**config.mk**
```make
export PLATFORM = sky130hd
export DESIGN_NAME = gbsi_fifo
export DESIGN_NICKNAME = d
export VERILOG_FILES = /design/src/sv/grid_bitset_spatial_index_core_assert.svh /design/src/sv/gbsi_pkg.sv /design/src/sv/gbsi_fifo.sv
export SDC_FILE = /design/constraint.sdc
export NUM_CORES = 1
export LEC_CHECK = 0
export ABC_CLOCK_PERIOD_IN_PS = 5100
export BUFFER_PORTS_ARGS = -buffer_cell sky130_fd_sc_hd__clkbuf_2
export CAP_MARGIN = 25
export CORE_MARGIN = 3
export CORE_UTILIZATION = 35
export CTS_BUF_LIST = sky130_fd_sc_hd__clkbuf_4 sky130_fd_sc_hd__clkbuf_8
export DETAILED_ROUTE_END_ITERATION = 7
export MAX_ROUTING_LAYER = met4
export SYNTH_ARGS = -nofsm -noshare
export SYNTH_HDL_FRONTEND = slang
export SYNTH_SLANG_ARGS = --single-unit
```
**constraint.sdc**
```tcl
create_clock -name i_clk -period 5.1 [get_ports i_clk]
set_input_delay 0.51 -clock i_clk [delete_from_list [all_inputs] [get_ports i_clk]]
set_output_delay 0.51 -clock i_clk [all_outputs]
set_load 0.05 [all_outputs]
```
**src/sv/grid_bitset_spatial_index_core_assert.svh**
```systemverilog
// Assertion macros shared by the grid bitset spatial index RTL.
`ifndef GRID_BITSET_SPATIAL_INDEX_CORE_ASSERT_SVH
`define GRID_BITSET_SPATIAL_INDEX_CORE_ASSERT_SVH

// Consequent checked in the same cycle as the antecedent
`define GBSI_ASSERT_SAME(lbl, ante, cons, msg) \
    lbl: assert property (@(posedge i_clk) disable iff (!i_rst_n) (ante) |-> (cons)) \
        else $error(msg);

// Consequent checked in the cycle after the antecedent
`define GBSI_ASSERT_NEXT(lbl, ante, cons, msg) \
    lbl: assert property (@(posedge i_clk) disable iff (!i_rst_n) (ante) |=> (cons)) \
        else $error(msg);

`endif

```
**src/sv/gbsi_pkg.sv**
```systemverilog
// Shared types and constants of the grid bitset spatial index.
package gbsi_pkg;

    // Default geometry and capacity
    localparam int COLUMNS_DEF  = 16;
    localparam int ROWS_DEF     = 16;
    localparam int CELL_SIZE_DEF = 64;
    localparam int CAPACITY_DEF = 256;

    // Fixed field widths
    localparam int WORD_BITS = 64;
    localparam int COORD_W   = 24;
    localparam int CALC_W    = 40;
    localparam int IDX_W     = 8;
    localparam int CNT_W     = 9;
    localparam int CAPCMP_W  = 13;
    localparam int WN_W      = 2;

    // Command queue between front and back
    localparam int QUEUE_DEPTH = 2;
    localparam int QPTR_W      = 1;

    // Configuration register indexes
    localparam logic CFG_ORIGIN_X = 1'b0;
    localparam logic CFG_ORIGIN_Y = 1'b1;

    typedef enum logic [1:0] {
        OP_CLEAR  = 2'd0,
        OP_APPEND = 2'd1,
        OP_QUERY  = 2'd2,
        OP_NONE   = 2'd3
    } t_op;

    // Work kinds handed to the back end
    typedef enum logic [2:0] {
        K_CLEAR  = 3'd0,
        K_SINGLE = 3'd1,
        K_SET    = 3'd2,
        K_QCELL  = 3'd3,
        K_QMASK  = 3'd4
    } t_kind;

    typedef struct packed {
        t_kind              kind;
        logic               status;
        logic [IDX_W-1:0]   id;
        logic [IDX_W-1:0]   x0;
        logic [IDX_W-1:0]   x1;
        logic [IDX_W-1:0]   y0;
        logic [IDX_W-1:0]   y1;
        logic [CNT_W-1:0]   cnt;
    } t_cmd;

endpackage

```
**src/sv/gbsi_fifo.sv**
```systemverilog
// Short command queue between the front and back ends.
module gbsi_fifo import gbsi_pkg::*; (
    input  logic i_clk,
    input  logic i_rst_n,
    input  logic i_push,
    input  t_cmd i_cmd,
    output logic o_full,
    input  logic i_pop,
    output logic o_vld,
    output t_cmd o_cmd
);

    t_cmd              r_q [QUEUE_DEPTH];
    logic [QPTR_W-1:0] r_wp, r_rp;
    logic [QPTR_W:0]   r_cnt;

    assign o_full = (r_cnt == (QPTR_W+1)'(QUEUE_DEPTH));
    assign o_vld  = (r_cnt != '0);
    assign o_cmd  = r_q[r_rp];

    // Storage
    always_ff @(posedge i_clk) begin
        if (i_push) r_q[r_wp] <= i_cmd;
    end

    // Pointers and fill level
    always_ff @(posedge i_clk) begin
        if (!i_rst_n) begin
            r_wp  <= '0;
            r_rp  <= '0;
            r_cnt <= '0;
        end else begin
            if (i_push) r_wp <= r_wp + 1'b1;
            if (i_pop)  r_rp <= r_rp + 1'b1;
            r_cnt <= r_cnt + (QPTR_W+1)'(i_push) - (QPTR_W+1)'(i_pop);
        end
    end

endmodule

```
After elaboration in Yosys (flattened, before gate mapping)
Memory sizes are Yosys's and may differ from the RTL's. A register that Yosys moved wholly into a read port is not among the register bits.
Cells that the tools add are included.

word-level totals
  register bits after elaboration = 4
  latch bits = 0
  bits in writable memories = 106
  ROM bits = 0
  logic and storage cells = 14
  memories kept = 1

memories
  name  depth  width  read ports  clocked after Yosys merged registers in  write ports  line             RTL
  r_q   2      53     1           1                                        1            gbsi_fifo.sv:13  t_cmd r_q [QUEUE_DEPTH];

cells by class
  $add $sub $neg = 4
  multiply operators = 0
  div/mod/pow operators = 0
  $lt $le $gt $ge = 0
  equal/unequal tests = 1
  shifts and indexed selects = 0
  multiplexer cells = 4
  bitwise gates (word level) = 0
  reduce and logical (&&, ||, !) cells = 1

operator list
  operator             count
  $mux 1               4
  $add 1x1->1 const B  2
  $add 2x1->2          1
  $eq 2x2->1 const B   1
  $reduce_bool 2->1    1
  $sub 2x1->2          1

Longest topological paths before layout
  word-level depth = 3
  gate-level depth with buffers = 6

Least setup slack after synthesis
Ideal clock, no wire load.

  path kind = input-to-reg
  start = input port i_push
  end = memory r_q[0][0] (netlist name), enable pin
  library setup time = 471 ps
  arrival = 2886 ps
  path slack = 1743 ps
  stages = 1
  buffers on the path = 0
  cell sequence = nor2b_1

between the ends
  cells in the longest elaborated chain, start to end = 2

RTL lines
  item                          line             RTL
  start, declared               gbsi_fifo.sv:5   input logic i_push,
  $mux 1                        gbsi_fifo.sv:23  if (i_push) r_q[r_wp] <= i_cmd;
  $mux 1 (not written as such)  gbsi_fifo.sv:23
  end, declared                 gbsi_fifo.sv:13

No other way between the ends.

==> flow_metrics.tcl <==
set metrics [dict create \
    status "complete, no violations" \
    nets 363 \
    syn_to_final_growth_pct 20.0 \
    drv_cap 0 \
    grt_max_degree 55 \
    cp-start-kind "flop" \
    multi_input_area_sq_um 913 \
    track_usage 0.108 \
    synth_cell_types 14 \
    synth_seq_cells 111 \
    rsz0062_at_grt "false" \
    fin_tns_setup_ns 0 \
    ir_drop_mv 0.174 \
    yosys_warnings 0 \
    grt_overflow 0 \
    cts_setup_buffers 0 \
    holdBufCountCts 0 \
    grt_pass1_vias 2208 \
    p_leak_nw 2.07 \
    layout-drive-gt1-share 0.597 \
    die_width_um 117 \
    cts_resized 0 \
    finalMaxSlewViolations 0 \
    die-area_sq_um 13700 \
    fmax_mhz 384 \
    fin_cells 451 \
    r2r_slack_ns 3.31 \
    portBuffers 111 \
    antenna_cells 0 \
    dp_slack_ns 2.86 \
    yosysSeqAreaShare 0.762 \
    max_stage_delay_ns 0.98 \
    slew_headroom 0.302 \
    skew_ns 0.00524 \
    drt_iter0_drc 82 \
    fin_ws_ns 2.49 \
    synth_fp_nets 245 \
    min_path_type "in2reg" \
    start_util 0.368 \
    top_layer_used "met4" \
    clk_path_buf_depth 2 \
    cp_num_buf_inv 1 \
    cp.required_ns 4.59 \
    fin_crit_sh 0.511 \
    avgSynthCellArea_sq_um 23.2 \
    ios 112 \
    cts_num_sinks 111 \
    path_class "reg2out" \
    grt_first_pass_wirelength_mm 10.7 \
    drtAntennaViolNets 0 \
    synth_cells 186 \
    tritoncts "done" \
    dieHeight_um 117 \
    cts_root_buffer "clkbuf_8" \
    num_rows 39 \
    routedWlPerCell_um 15.4 \
    clk_latency_ns 0.35 \
    wl_met3_um 444 \
    cp_max_fo 53 \
    crit_family "flip-flops" \
    core_region_area_sq_um 11700 \
    wl_met1_mm 2.82 \
    setup_viol 0 \
    netlist_area_sq_um 4310 \
    cp_data_arrival_time_ns 2.10 \
    antenna_found_initial 0 \
    place_hpwl_mm 4.46 \
    htreeDepth 3 \
    cp_cell_sequence "mux2_2 -> clkbuf_2" \
    cts.clk_slew.worst_paths_ns 0.09 \
    wirelength_mm 6.95 \
    fillers 1025 \
    end_kind "primary output" \
    dr.pass1.iters 4 \
    wl_met2_mm 3.61 \
    power.density_nw_per_um2 388 \
    cp_slowest_cell "dfxtp_4" \
    fin_crit_ns 2.61 \
    routabilityCongestion 0.623 \
    worst_pin_slew_ns 1.05 \
    post_drt_via_cell_ratio 4.44 \
    final_hold_viol_count 0 \
    drcViolationCount 0 \
    numCtsBuffers 9 \
    placed_cells 436 \
    seqCellArea_sq_um 3290 \
    vias 2002 \
]
[cell usage after synthesis, drive strengths merged]
| master | number | area, sq um |
|---|---|---|
| or2 | 1 | 6.26 |
| dfxtp | 5 | 100 |
| o21a | 1 | 7.51 |
| xnor3 | 1 | 22.5 |
| buf | 6 | 111 |
| ha | 2 | 25.0 |
| inv | 2 | 7.51 |
| xor2 | 1 | 8.76 |
| edfxtp | 106 | 3180 |
| and2 | 4 | 25.0 |
| nor2b | 4 | 25.0 |
| mux2 | 53 | 785 |
[sequential cells by signal, indices dropped and copies added (netlist names), named ones only]
name	flops
r_q	106
r_cnt	2
r_rp	1
r_wp	1
[cell usage in the layout (no fill, tap or decap)]
| master | netlist | routed |
|---|---|---|
| xor2_1 | 1 | 1 |
| clkbuf_8 | 0 | 9 |
| or2_2 | 1 | 1 |
| and2_1 | 4 | 3 |
| o21a_1 | 1 | 1 |
| clkbuf_2 | 0 | 111 |
| clkbuf_4 | 0 | 2 |
| and2_2 | 0 | 1 |
| mux2_4 | 50 | 50 |
| dfxtp_1 | 5 | 4 |
| edfxtp_1 | 106 | 106 |
| inv_1 | 2 | 2 |
| buf_4 | 0 | 2 |
| clkinv_1 | 0 | 1 |
| dfxtp_4 | 0 | 1 |
| nor2b_1 | 4 | 3 |
| nor2b_4 | 0 | 1 |
| xnor3_1 | 1 | 1 |
| mux2_2 | 3 | 3 |
| bufinv_16 | 0 | 2 |
| ha_1 | 2 | 2 |
| clkinvlp_4 | 0 | 1 |
[worst register-to-register path: cells and delay by family (launching register included)]
kind	cells	cell delay, ns
and+or+nand+nor	1	0.58
buffers and inverters	1	0.48
DFF	1	0.39
[per-layer routing]
layer  up-vias  track usage
li1        955            -
met1       974        0.118
met2        66        0.185
met3         7       0.0339
met4         0       0.0413
met5         -            -
[path summary, 6_finish.rpt]
kind / start / end / cells after the start
max reg2reg: r_wp$_SDFFE_PN0P_ / r_q[1][33]$_DFFE_PP_ / 2
max: flop / o_cmd[41] / 2
min reg2reg: r_rp$_SDFFE_PN0P_ / flop / 2
min: i_cmd[20] / r_q[1][20]$_DFFE_PP_ / 1
[cells by family after synthesis]
logic type                 synth area share
xor gates and xnor gates            0.00726
AOI/OAI and AO/OA                   0.00174
adders and majority gates           0.00581
and+or+nand+nor                      0.0131
muxes                                 0.182
buffers and inverters                0.0276
DFF                                   0.762
[report_power, final]
| part | total, mW | switching [mW] | leakage, nW | internal, mW |
|---|---|---|---|---|
| sequential | 1.09 | 0.0363 | 1.04 | 1.05 |
| combinational | 0.367 | 0.236 | 0.931 | 0.131 |
| clock | 0.549 | 0.265 | 0.104 | 0.284 |
[layout make-up]
type | instances | area share
sequential | 111 | 0.636
multi-input combinational | 67 | 0.177
timing repair buffer | 113 | 0.110
tap | 143 | 0.0346
clock buffer | 11 | 0.0269
clock inverter | 4 | 0.0138
inverter | 2 | 0.00145
[per-stage QoR]
stage / area, sq um / power, mW / hold slack, ns / utilization
global route: 5170 / 2.10 / 0.308 / 0.441
global placement: 4960 / 1.48 / 0.559 / 0.423
detailed placement: 4960 / 1.48 / 0.563 / 0.423
floorplan: 4310 / 1.41 / 0.555 / -
finish: 5170 / 2.00 / 0.340 / 0.441
CTS: 5170 / 2.04 / 0.309 / 0.441
Power figures use the tool's default switching activity.
