`config.mk`:
```
export PLATFORM = sky130hd
export DESIGN_NAME = gbsi_front
export DESIGN_NICKNAME = d
export VERILOG_FILES = /design/src/sv/grid_bitset_spatial_index_core_assert.svh /design/src/sv/gbsi_pkg.sv /design/src/sv/gbsi_front.sv
export SDC_FILE = /design/constraint.sdc
export NUM_CORES = 1
export LEC_CHECK = 0
export ABC_AREA = 1
export BUFFER_PORTS_ARGS = -buffer_cell sky130_fd_sc_hd__buf_2
export CAP_MARGIN = 20
export CELL_PAD_IN_SITES_DETAIL_PLACEMENT = 1
export CELL_PAD_IN_SITES_GLOBAL_PLACEMENT = 1
export CORE_MARGIN = 1
export CORE_UTILIZATION = 45
export CTS_BUF_LIST = sky130_fd_sc_hd__clkbuf_4 sky130_fd_sc_hd__clkbuf_8
export DETAILED_ROUTE_END_ITERATION = 8
export PLACE_DENSITY_LB_ADDON = 0.1
export SLEW_MARGIN = 0
export SYNTH_ARGS = -nofsm -noshare
export SYNTH_HDL_FRONTEND = slang
export SYNTH_SLANG_ARGS = --single-unit
```
`constraint.sdc`:
```
create_clock -name i_clk -period 11.5 [get_ports i_clk]
set_input_delay 2.3 -clock i_clk [delete_from_list [all_inputs] [get_ports i_clk]]
set_output_delay 2.3 -clock i_clk [all_outputs]
set_load 0.02 [all_outputs]
```
`src/sv/grid_bitset_spatial_index_core_assert.svh`:
```
// Assertion macros shared by the grid bitset spatial index RTL.
`ifndef GRID_BITSET_SPATIAL_INDEX_CORE_ASSERT_SVH
`define GRID_BITSET_SPATIAL_INDEX_CORE_ASSERT_SVH

// Consequent checked in the same cycle as the antecedent
`define GBSI_ASSERT_SAME(lbl, ante, cons, msg) \
    lbl: assert property (@(posedge i_clk) disable iff (!i_rst_n) (ante) |-> (cons)) \
        else $error(msg);

// Consequent checked in the cycle after the antecedent
`define GBSI_ASSERT_NEXT(lbl, ante, cons, msg) \
    lbl: assert property (@(posedge i_clk) disable iff (!i_rst_n) (ante) |=> (cons)) \
        else $error(msg);

`endif

```
`src/sv/gbsi_pkg.sv`:
```
// Shared types and constants of the grid bitset spatial index.
package gbsi_pkg;

    // Default geometry and capacity
    localparam int COLUMNS_DEF  = 16;
    localparam int ROWS_DEF     = 16;
    localparam int CELL_SIZE_DEF = 64;
    localparam int CAPACITY_DEF = 256;

    // Fixed field widths
    localparam int WORD_BITS = 64;
    localparam int COORD_W   = 24;
    localparam int CALC_W    = 40;
    localparam int IDX_W     = 8;
    localparam int CNT_W     = 9;
    localparam int CAPCMP_W  = 13;
    localparam int WN_W      = 2;

    // Command queue between front and back
    localparam int QUEUE_DEPTH = 2;
    localparam int QPTR_W      = 1;

    // Configuration register indexes
    localparam logic CFG_ORIGIN_X = 1'b0;
    localparam logic CFG_ORIGIN_Y = 1'b1;

    typedef enum logic [1:0] {
        OP_CLEAR  = 2'd0,
        OP_APPEND = 2'd1,
        OP_QUERY  = 2'd2,
        OP_NONE   = 2'd3
    } t_op;

    // Work kinds handed to the back end
    typedef enum logic [2:0] {
        K_CLEAR  = 3'd0,
        K_SINGLE = 3'd1,
        K_SET    = 3'd2,
        K_QCELL  = 3'd3,
        K_QMASK  = 3'd4
    } t_kind;

    typedef struct packed {
        t_kind              kind;
        logic               status;
        logic [IDX_W-1:0]   id;
        logic [IDX_W-1:0]   x0;
        logic [IDX_W-1:0]   x1;
        logic [IDX_W-1:0]   y0;
        logic [IDX_W-1:0]   y1;
        logic [CNT_W-1:0]   cnt;
    } t_cmd;

endpackage

```
`src/sv/gbsi_front.sv`:
```
// Front end: accepts items, validates and classifies them, finds cell ranges.
module gbsi_front import gbsi_pkg::*; #(
    parameter int COLUMNS     = COLUMNS_DEF,
    parameter int ROWS        = ROWS_DEF,
    parameter int CELL_SIZE   = CELL_SIZE_DEF,
    parameter int MAX_STROKES = CAPACITY_DEF
) (
    input  logic                      i_clk,
    input  logic                      i_rst_n,
    input  logic                      i_start,
    output logic                      o_busy,
    input  logic [1:0]                i_op,
    input  logic [IDX_W-1:0]          i_stroke_id,
    input  logic signed [COORD_W-1:0] i_box_left,
    input  logic signed [COORD_W-1:0] i_box_top,
    input  logic signed [COORD_W-1:0] i_box_right,
    input  logic signed [COORD_W-1:0] i_box_bottom,
    input  logic signed [COORD_W-1:0] i_origin_x,
    input  logic signed [COORD_W-1:0] i_origin_y,
    input  logic                      i_full,
    output logic                      o_push,
    output t_cmd                      o_cmd
);

    localparam longint CELL_RAW_L = longint'(CELL_SIZE) * 256;
    localparam logic signed [CALC_W-1:0] CELL_RAW = CALC_W'(CELL_RAW_L);
    localparam logic signed [CALC_W-1:0] SPAN_X   = CALC_W'(CELL_RAW_L * COLUMNS);
    localparam logic signed [CALC_W-1:0] SPAN_Y   = CALC_W'(CELL_RAW_L * ROWS);
    localparam logic [IDX_W-1:0] LIM_X = IDX_W'(COLUMNS - 1);
    localparam logic [IDX_W-1:0] LIM_Y = IDX_W'(ROWS - 1);

    typedef enum logic [1:0] {F_IDLE, F_CLS, F_DIV, F_PUSH} t_fstate;

    t_fstate                   r_state;
    t_op                       r_op;
    logic [IDX_W-1:0]          r_id;
    logic signed [CALC_W-1:0]  r_l, r_t, r_r, r_b;
    logic [CNT_W-1:0]          r_count;
    logic signed [CALC_W-1:0]  r_d [4];
    logic [IDX_W-1:0]          r_c [4];
    t_cmd                      r_cmd;

    logic signed [CALC_W-1:0]  w_ox, w_oy;
    logic                      w_inside, w_ordered, w_app_ok;
    logic [3:0]                w_adv;

    // World bounds and append validity
    assign w_ox = CALC_W'(i_origin_x);
    assign w_oy = CALC_W'(i_origin_y);
    assign w_inside = (r_l >= w_ox) && (r_t >= w_oy) &&
                      (r_r < w_ox + SPAN_X) && (r_b < w_oy + SPAN_Y);
    assign w_ordered = (r_l <= r_r) && (r_t <= r_b);
    assign w_app_ok  = ({1'b0, r_id} == r_count) &&
                       (CAPCMP_W'(r_id) < CAPCMP_W'(MAX_STROKES)) && w_ordered;

    // One subtract step per coordinate per cycle; even indexes are x
    always_comb begin
        for (int k = 0; k < 4; k++) begin
            w_adv[k] = (r_d[k] >= CELL_RAW) &&
                       (r_c[k] < (((k % 2) == 0) ? LIM_X : LIM_Y));
        end
    end

    assign o_busy = (r_state != F_IDLE);
    assign o_push = (r_state == F_PUSH) && !i_full;
    assign o_cmd  = r_cmd;

    always_ff @(posedge i_clk) begin
        if (!i_rst_n) begin
            r_state <= F_IDLE;
            r_count <= '0;
        end else begin
            unique case (r_state)
                F_IDLE: begin
                    if (i_start) begin
                        r_op    <= t_op'(i_op);
                        r_id    <= i_stroke_id;
                        r_l     <= CALC_W'(i_box_left);
                        r_t     <= CALC_W'(i_box_top);
                        r_r     <= CALC_W'(i_box_right);
                        r_b     <= CALC_W'(i_box_bottom);
                        r_state <= F_CLS;
                    end
                end
                F_CLS: begin
                    r_cmd.status <= 1'b0;
                    r_cmd.id     <= r_id;
                    r_cmd.cnt    <= r_count;
                    r_d[0] <= r_l - w_ox;
                    r_d[1] <= r_t - w_oy;
                    r_d[2] <= r_r - w_ox;
                    r_d[3] <= r_b - w_oy;
                    for (int k = 0; k < 4; k++) r_c[k] <= '0;
                    r_state <= F_PUSH;
                    unique case (r_op)
                        OP_CLEAR: begin
                            r_count    <= '0;
                            r_cmd.kind <= K_CLEAR;
                        end
                        OP_APPEND: begin
                            r_cmd.kind <= K_SINGLE;
                            if (!w_app_ok) begin
                                r_cmd.status <= 1'b1;
                            end else begin
                                r_count <= r_count + 1'b1;
                                if (w_inside) begin
                                    r_cmd.kind <= K_SET;
                                    r_state    <= F_DIV;
                                end
                            end
                        end
                        OP_QUERY: begin
                            r_cmd.kind <= K_QMASK;
                            if (w_inside) begin
                                r_cmd.kind <= K_QCELL;
                                r_state    <= F_DIV;
                            end
                        end
                        OP_NONE: begin
                            r_cmd.kind <= K_SINGLE;
                        end
                        default: begin
                            r_cmd.kind <= K_SINGLE;
                        end
                    endcase
                end
                F_DIV: begin
                    if (w_adv != 4'b0) begin
                        for (int k = 0; k < 4; k++) begin
                            if (w_adv[k]) begin
                                r_d[k] <= r_d[k] - CELL_RAW;
                                r_c[k] <= r_c[k] + 1'b1;
                            end
                        end
                    end else begin
                        r_cmd.x0 <= r_c[0];
                        r_cmd.y0 <= r_c[1];
                        r_cmd.x1 <= r_c[2];
                        r_cmd.y1 <= r_c[3];
                        // Reversed cell range visits no cell: all-zero words
                        if ((r_cmd.kind == K_QCELL) &&
                            ((r_c[0] > r_c[2]) || (r_c[1] > r_c[3]))) begin
                            r_cmd.kind <= K_QMASK;
                            r_cmd.cnt  <= '0;
                        end
                        r_state  <= F_PUSH;
                    end
                end
                F_PUSH: begin
                    if (!i_full) r_state <= F_IDLE;
                end
                default: r_state <= F_IDLE;
            endcase
        end
    end

endmodule

```
Word-level counts from Yosys, hierarchy flattened. Memory sizes are Yosys's and may differ from the RTL's. Cells that the tools add are included.

Add/sub/neg operators: 15. Magnitude comparators: 16. Eq/ne operators: 13. Muxes and demuxes: 51. Bitwise operators: 9. Reductions and logical operators: 25.

Operators by type and width (number): 40-bit by 16-bit greater-or-equal comparator with 1-bit output, second input constant (4); 40-bit 2-to-1 mux (4); 40-bit by 16-bit subtractor with 40-bit output, second input constant (4); 24-bit by 24-bit subtractor with 25-bit output (4); 24-bit by 20-bit adder with 25-bit output, second input constant (2); 24-bit by 25-bit < comparator with 1-bit output (2); 24-bit greater-or-equal comparator (2); 24-bit less-or-equal comparator (2); 9-bit one-hot mux with 2 select lines (2); 8-bit by 1-bit adder with 8-bit output, second input constant (4); 8-bit by 4-bit < comparator with 1-bit output, second input constant (4); 8-bit 2-to-1 mux (4); 9-bit 2-to-1 mux (3); 1-bit 2-to-1 mux (26); 8-bit greater-than comparator (2); 3-bit 2-to-1 mux (4); 3-bit one-hot mux with 4 select lines (1); 3-bit AND reduction (4); 1-bit logical AND (11); 2-bit != test, second input constant (5); 9-bit by 1-bit adder with 9-bit output, second input constant (1); 8-bit by 9-bit equality test with 1-bit output (1); 2-bit equality test, second input constant (4); 2-bit 2-to-1 mux (4); 14 further kinds (25).

Register bits after elaboration: 170. Bits in writable memories: 192. Output and inout bits: 55. Logic and storage cells: 147. Memories: 2.

Memory list: r_d (words 4, width 40, rd ports 4, clocked after Yosys merged registers in 0, write ports 4, RTL line gbsi_front.sv:39) `logic signed [CALC_W-1:0] r_d [4];`; r_c (words 4, width 8, rd ports 4, clocked after Yosys merged registers in 0, write ports 4, RTL line gbsi_front.sv:40) `logic [IDX_W-1:0] r_c [4];`.

Longest topological paths before layout. Gate-level depths: netlist (run 1). An unclocked memory read counts as a cell.

Depth after elaboration: 9. Depth in mapped cells: 20. Gate-level depth less buffers: 20.

Worst setup path after synthesis (run 1). No wires, ideal clock.

Path type: input-to-reg. Start point: in i_rst_n. End point: reg r_b[0], enable pin. Setup time: 0.700 ns. Arrival: 9.744 ns. Data required time: 10.800 ns. Slack: 1.056 ns. Cell stages on the path: 2. Path through: clkinv_1 -> nor3_1.

Cells in the longest elaborated chain, start to end: 1.

RTL lines: start: declaration (RTL line gbsi_front.sv:9) `input logic i_rst_n,`; 3-bit AND reduction (no source line); end signal: assignment (RTL line gbsi_front.sv:81) `r_b <= CALC_W'(i_box_bottom);`; end: declaration (RTL line gbsi_front.sv:37) `logic signed [CALC_W-1:0] r_l, r_t, r_r, r_b;`.

Every way passes these cells. A chain may end at the register's enable or synchronous reset.

Final worst setup path (run 1).
Start point: in i_full. End point: out o_push.

Cells in the longest elaborated chain, start to end: 2.

RTL lines: start: declaration (RTL line gbsi_front.sv:20) `input logic i_full,`; 1-bit zero test; 1-bit logical AND (RTL line gbsi_front.sv:65) `assign o_push = (r_state == F_PUSH) && !i_full;`; end: declaration (RTL line gbsi_front.sv:21) `output logic o_push,`.

Every way passes these cells.

==> key figures, run 1 <==
Run status
  – Status: finished clean

Clock tree
  – CTS tree: done
  – Number of buffers created by CTS: 68
  – Worst-path clk slew: 0.06 ns
  – Clk buf depth: 3
  – Post-CTS setup buffers: 0
  – H-tree levels: 3
  – Cts hold-fix bufs: 0
  – CTS resizes: 0
  – Clk Latency, worst-skew pair: 0.66 ns
  – Clock Sinks: 362
  – Clk root buf: clkbuf_8

Floorplanning
  – Initial core utilization: 46.0%
  – I/O Pins: 213
  – Die H: 227 um
  – Row count: 81
  – Die area: 51400 um2
  – Area of the core: 49400 um2
  – Die W: 227 um

Layout
  – Commonest non-fill, non-tap cells in the layout: nand2_1 (510), inv_1 (390), edfxtp_1 (351)
  – Multi-input logic area: 10400 um2
  – Area Growth Syn to Fin: 14.1%
  – Most common cell after layout, fill and taps aside: nand2_1
  – Register area: 10800 um2
  – Fill cells: 5871
  – Fraction of layout cells with a size suffix above 1: about an eighth
  – Nets: 3178

STA
  – Layout Skew: between 0.03 and 0.04 ns
  – Setup ws final: 6.54 ns
  – Count of final setup violators: 0
  – RSZ-0062 raised after global routing: false
  – Fmax achieved: 202 MHz
  – Setup TNS: 0 ns
  – Minimum clock period: 4.96 ns
  – Relative slew slack: about a third
  – Least-Margin Pin Slew: 0.981 ns
  – Fin crit share: between 40% and 50%
  – Max Slew Vio Count: 0
  – Fin. Hold Viols: 0

Logic synthesis
  – Cell taking the most area after synthesis: edfxtp_1
  – Post-synth top area share: approximately 46%
  – Main combinational cell family by area after synthesis: simple AND/OR/NAND/NOR gates
  – Seq/Total Area, Yosys: around 47%
  – Average size of a mapped cell: 8.98 um2
  – Simple-gate area share of the yosys netlist: 19.3%
  – Post-synthesis compound-gate area fraction: 9.64%
  – Post-Syn Area: 22700 um2
  – Ys async rst share: 0%
  – Cells after Synth: 2530
  – Cell variety after synth: 59
  – Yosys warning count: 0
  – Xor/xnor cell area share of the yosys netlist: 5.36%
  – Yosys reg bits: 362
  – Multiplexer share of the synthesized area: 0%
  – Post-Synth Adder-Cell Area: 11.3%
  – Synth top area cells: edfxtp_1 (46%), ha_1 (11%), nand2_1 (8.4%)
  – Top_reg_cell synth: edfxtp_1
  – EDFF count, synth: 351

Routing
  – WL final: 65600 um
  – DRC Markers: 0
  – Drt pass-1 iters: 5
  – Vias after detailed routing: about 19k
  – DR WL/cell: approximately 19 um
  – DRT antenna net count: 0
  – Vias/cell: 5.25
  – Initial drt markers: 893

Global route
  – Vias in the first global route: 19.8k
  – First-pass GRT wire length: 104000 um
  – Pin count of the biggest net entering global routing: 51
  – GRT Total Usage: 26.0%
  – GRT overflow: 0
  – Initial antenna violation count: 3

Power and ir drop
  – Worst VDD drop: around 100 uV
  – Overall power: between 4 and 5 mW
  – P_leak: 11.7 nW
  – Pwr dens: approximately 160 nW/um2

Worst setup path
  – Setup CP Type: primary input to output pin
  – Worst Path Max Fanout: 2
  – Crit path arrival time: 2.66 ns
  – Critical path capture point type: output pin
  – Startpoint types: primary input
  – Critical Path RT: 9.20 ns

Placed design
  – Final HPWL DP: 51500 um
  – I/O Buffers: 212
  – Pre-CTS WS: 6.08 ns
  – RD Place Congestion: 0.923

Run
  – Maximum capacitance violations: 0

Hold path
  – Worst Hold Class: register to register
==> registers in the layout (all words and copies together) (netlist names) <==
name	flops
o_cmd	53
r_b	24
r_c	32
r_count	9
r_d	160
r_id	8
r_l	24
r_op	2
r_r	24
r_state	2
r_t	24
==> worst paths after layout <==
kind	start	end	slack, ns	depth (start not counted)
worst min register to register	r_c[2][5]	o_cmd[30]	0.45	0
worst max-delay path	i_full	o_push	6.54	3
worst max register to register	r_d[3][9]	r_d[3][27]	7.51	9
worst min-delay path	r_c[2][5]	o_cmd[30]	0.45	0
==> final cells by class <==
type	count	area share (%)
sequential	362	41.5
tap	664	3.20
clock inverter	29	0.589
inverter	401	5.81
clock buffer	92	4.33
timing repair buffer	221	4.35
antenna	2	0.0193
multi-input combinational	1764	40.2
==> through the flow <==
step / util (%) / instance area (um2) / hold slack, ns / instances
floorplan: - / 22800 / 0.426 / 2545
global placement: 49.9 / 24600 / 0.440 / 3410
detailed placement: 49.9 / 24600 / 0.441 / 3411
CTS: 52.5 / 25900 / 0.449 / 3532
global route: 52.5 / 25900 / 0.460 / 3534
finish: 52.5 / 25900 / 0.448 / 3535
==> layer usage <==
layer | up-vias | GRT usage, % | wire length, um
met5 | - | 0 | 13
met4 | 2 | 8.26 | 1730
met3 | 115 | 3.89 | 2620
met2 | 378 | 46.6 | 33100
met1 | 8951 | 32.0 | 28100
li1 | 9117 | - | -
==> cell usage after synthesis, types with 10 or more instances <==
cell type    n
edfxtp_1   351
nor3_1      42
xor2_1      86
a21oi_1    147
nand4_1     50
nor2_1     263
o21bai_1    15
nor4_1      24
o22ai_1     11
inv_1      390
a21o_1      16
xnor2_1     53
ha_1       198
nand3_1     85
a31oi_1     15
o21ai_2     10
dfxtp_1     11
o21ai_0    126
nand2_1    510
==> worst max-delay path, cell delays in order <==
cell and delay [ns]:
buf_2 0.11, nor2_1 0.09, buf_2 0.17
==> report_power, final <==
group / internal (mW) / switching (mW)
Clock: 0.638 / 0.586
Combinational: 0.347 / 0.723
Sequential: 1.73 / 0.125
Total: 2.71 / 1.43
==> cell families after synthesis <==
group                      count (synthesis)
buffers and inverters                    419
and+or+nand+nor                         1022
other                                      1
AOI/OAI and AO/OA                        385
xor gates and xnor gates                 139
DFF                                      362
adders and majority gates                202
No activity file was read; power rests on OpenSTA's default activity.
==> run 2: changes to the inputs <==
--- a/config.mk
+++ b/config.mk
@@ -11,7 +11,7 @@
 export CELL_PAD_IN_SITES_DETAIL_PLACEMENT = 1
 export CELL_PAD_IN_SITES_GLOBAL_PLACEMENT = 1
 export CORE_MARGIN = 1
-export CORE_UTILIZATION = 45
+export CORE_UTILIZATION = 43
 export CTS_BUF_LIST = sky130_fd_sc_hd__clkbuf_4 sky130_fd_sc_hd__clkbuf_8
 export DETAILED_ROUTE_END_ITERATION = 8
 export PLACE_DENSITY_LB_ADDON = 0.1
==> constraint.sdc (replaced) <==
create_clock -name i_clk -period 4.4 [get_ports i_clk]
set_input_delay 0.88 -clock i_clk [delete_from_list [all_inputs] [get_ports i_clk]]
set_output_delay 0.88 -clock i_clk [all_outputs]
set_load 0.02 [all_outputs]
==> run 2 against run 1 <==
First-iteration DRC count is 18% lower. Clock power increased to 2.8 times the previous value. Global-route usage shrank 1.1 points. Clock-buffer cell count up 7. Utilization shrank 2.0 points. Flip-flop and latch count stayed put. Final cell count rose by 0.65%. Largest power group unchanged. Via count about the same. Highest routed layer unchanged. Critical path depth grew 7. Setup slack got worse by 5.3 ns. Design area is 0.83% higher. Total power grew to 2.7 times the previous value.
==> key figures, run 2 (synthesis gave the netlist of run 1 again) <==
Power and ir drop
  – Clk network pwr share: approximately 31%
  – Sw frac: 33.7%
  – Pwr dens: 423 nW/um2
  – Worst VDD drop: 243 uV
  – P_leak: about 12 nW
  – Net Sw Power: 3.72 mW
  – Pint: 7.34 mW
  – Reg power frac: between 40% and 50%
  – Logic pwr share: 25.7%

Layout
  – Nets: 3188
  – Most flops, register: r_d
  – Area Growth Syn to Fin: 15.0%
  – Fraction of layout cells with a size suffix above 1: 13.8%
  – Design area: 26100 um2
  – Number of flip-flops in the largest register: 160
  – Commonest non-fill, non-tap cells in the layout: nand2_1 (510), inv_1 (390), edfxtp_1 (351)
  – Most common cell after layout, fill and taps aside: nand2_1

STA
  – Setup TNS: 0 ns
  – Max Slew Vio Count: 0
  – Count of final setup violators: 0
  – Least-Margin Pin Slew: 0.814 ns
  – Relative slew slack: 45.6%
  – Fin crit share: ~72%
  – Minimum clock period: 3.19 ns
  – Layout Skew: around 0.036 ns
  – Fmax achieved: around 310 MHz
  – Fin. Hold Viols: 0
  – RSZ-0062 raised after global routing: false

Floorplanning
  – Initial core utilization: 43.9%
  – Row count: 83
  – Area of the core: about 52000 um2
  – I/O Pins: 213
  – Die area: 53800 um2
  – Die H: 232 um
  – Die W: between 200 and 250 um

Worst setup path
  – Worst path top cell family by delay: simple AND/OR/NAND/NOR gates
  – Critical Path RT: 4.77 ns
  – CP cell instances: or4_1 -> nor3_1 -> o21ai_2 -> nor2_1 -> buf_4 -> inv_2 -> nand2_4 -> clkinv_2 -> nand2_4 -> o21ai_0
  – Worst Path Max Fanout: 21
  – Critical path origin: r_c[1][5]
  – Slowest-stage cell, CP: or4_1
  – R2R setup slack: 1.21 ns
  – WP buf/inv: 3
  – Worst reg-to-reg path cell count: 10
  – FF-to-FF End: r_d[1][29]
  – Setup CP Type: register to register
  – Top cell by count, worst path: nand2_4
  – Slowest stage delay, CP: 0.55 ns
  – Critical path capture point type: register
  – Startpoint types: register
  – Critical R2R Launch: r_c[1][5]
  – Crit path to: r_d[1][29]
  – Crit. path cell count: 10
  – Crit path arrival time: roughly 3.6 ns

Routing
  – DRT antenna net count: 0
  – WL final: 65900 um
  – DR WL/cell: 18.5 um
  – DRC Markers: 0
  – Drt pass-1 iters: 5
  – Vias after detailed routing: roughly 19k
  – Vias/cell: 5.22
  – Initial drt markers: 729

Clock tree
  – Cts hold-fix bufs: 0
  – Clock Sinks: 362
  – H-tree levels: 3
  – Clk Latency, worst-skew pair: between 0.6 and 0.7 ns
  – Worst-path clk slew: about 0.06 ns
  – CTS resizes: 0
  – Clk buf depth: 3
  – CTS tree: done
  – Clk root buf: clkbuf_8
  – Post-CTS setup buffers: 0
  – Number of buffers created by CTS: 70

Global route
  – Initial antenna violation count: 3
  – GRT Total Usage: about a quarter
  – First-pass GRT wire length: approximately 100000 um
  – GRT overflow: 0
  – Vias in the first global route: 19.9k
  – Pin count of the biggest net entering global routing: 51

Placed design
  – Placed inst area: 24800 um2
  – I/O Buffers: 212
  – RD Place Congestion: 0.896
  – Final HPWL DP: 51900 um

Hold path
  – Worst Hold Class: primary input to register

Run status
  – Status: finished clean

Run
  – Maximum capacitance violations: 0
run 2: cell count changes in the layout (fill, tap and decap cells not counted), moves of 2 or more:
cell / before / now
buf_12: 0 / 2
buf_4: 9 / 15
bufinv_16: 0 / 2
clkbuf_8: 69 / 77
clkinv_1: 21 / 13
run 2: final cells by class:
cell class | instances | area [um2]
sequential | 362 | 10800
inverter | 401 | 1510
tap | 680 | 851
multi-input combinational | 1764 | 10400
clock inverter | 21 | 154
antenna | 2 | 5.00
clock buffer | 99 | 1220
timing repair buffer | 229 | 1210
fill | 6175 | 25600
run 2: metal layers:
layer	global-route usage, %	wire length (um)	vias up	share of wire [%]
met5	0	23	-	0.035
met4	10.1	2520	4	3.8
met3	4.31	2730	141	4.1
met2	43.4	32300	361	49
met1	30.3	28300	8907	43
li1	-	-	9143	-
run 2: power by group through the flow:
| stage | clock network (mW) | registers (mW) | logic [mW] |
|---|---|---|---|
| 6_report | 3.39 | 4.84 | 2.84 |
| 5_1_grt | 3.61 | 4.89 | 3.20 |
| 4_1_cts | 3.49 | 4.84 | 2.87 |
| 3_5_place_dp | 0 | 4.90 | 2.85 |
| 3_3_place_gp | 0 | 4.88 | 2.72 |
| 2_1_floorplan | 0 | 4.87 | 1.87 |
run 2: stage by stage:
step	total power, mW	cells	setup WS (ns)	util (%)	hold slack (ns)
CTS	11.2	3556	1.12	50.5	0.337
floorplan	6.74	2545	0.280	-	0.426
detailed placement	7.75	3436	0.799	47.9	0.445
global placement	7.60	3435	0.888	47.9	0.436
finish	11.1	3558	1.21	50.6	0.400
global route	11.7	3556	0.902	50.5	0.350
run 2: worst min-delay path by stage:
stage | end | start | cells after the start
after floorplan | o_cmd[13] | r_c[3][4] | 0
after global placement | o_cmd[15] | r_c[3][6] | 0
after detailed placement | o_cmd[13] | r_c[3][4] | 0
after CTS | r_t[4] | i_box_top[4] | 1
after global routing | r_t[4] | i_box_top[4] | 1
final | r_t[2] | i_box_top[2] | 1
run 2: worst reg2reg max path, delay by kind of cell (launching register included):
| kind | cells | cell delay (ns) |
|---|---|---|
| simple gates | 5 | 1.45 |
| flops | 1 | 0.44 |
| compound gates | 2 | 0.31 |
| buf+inv | 3 | 0.73 |
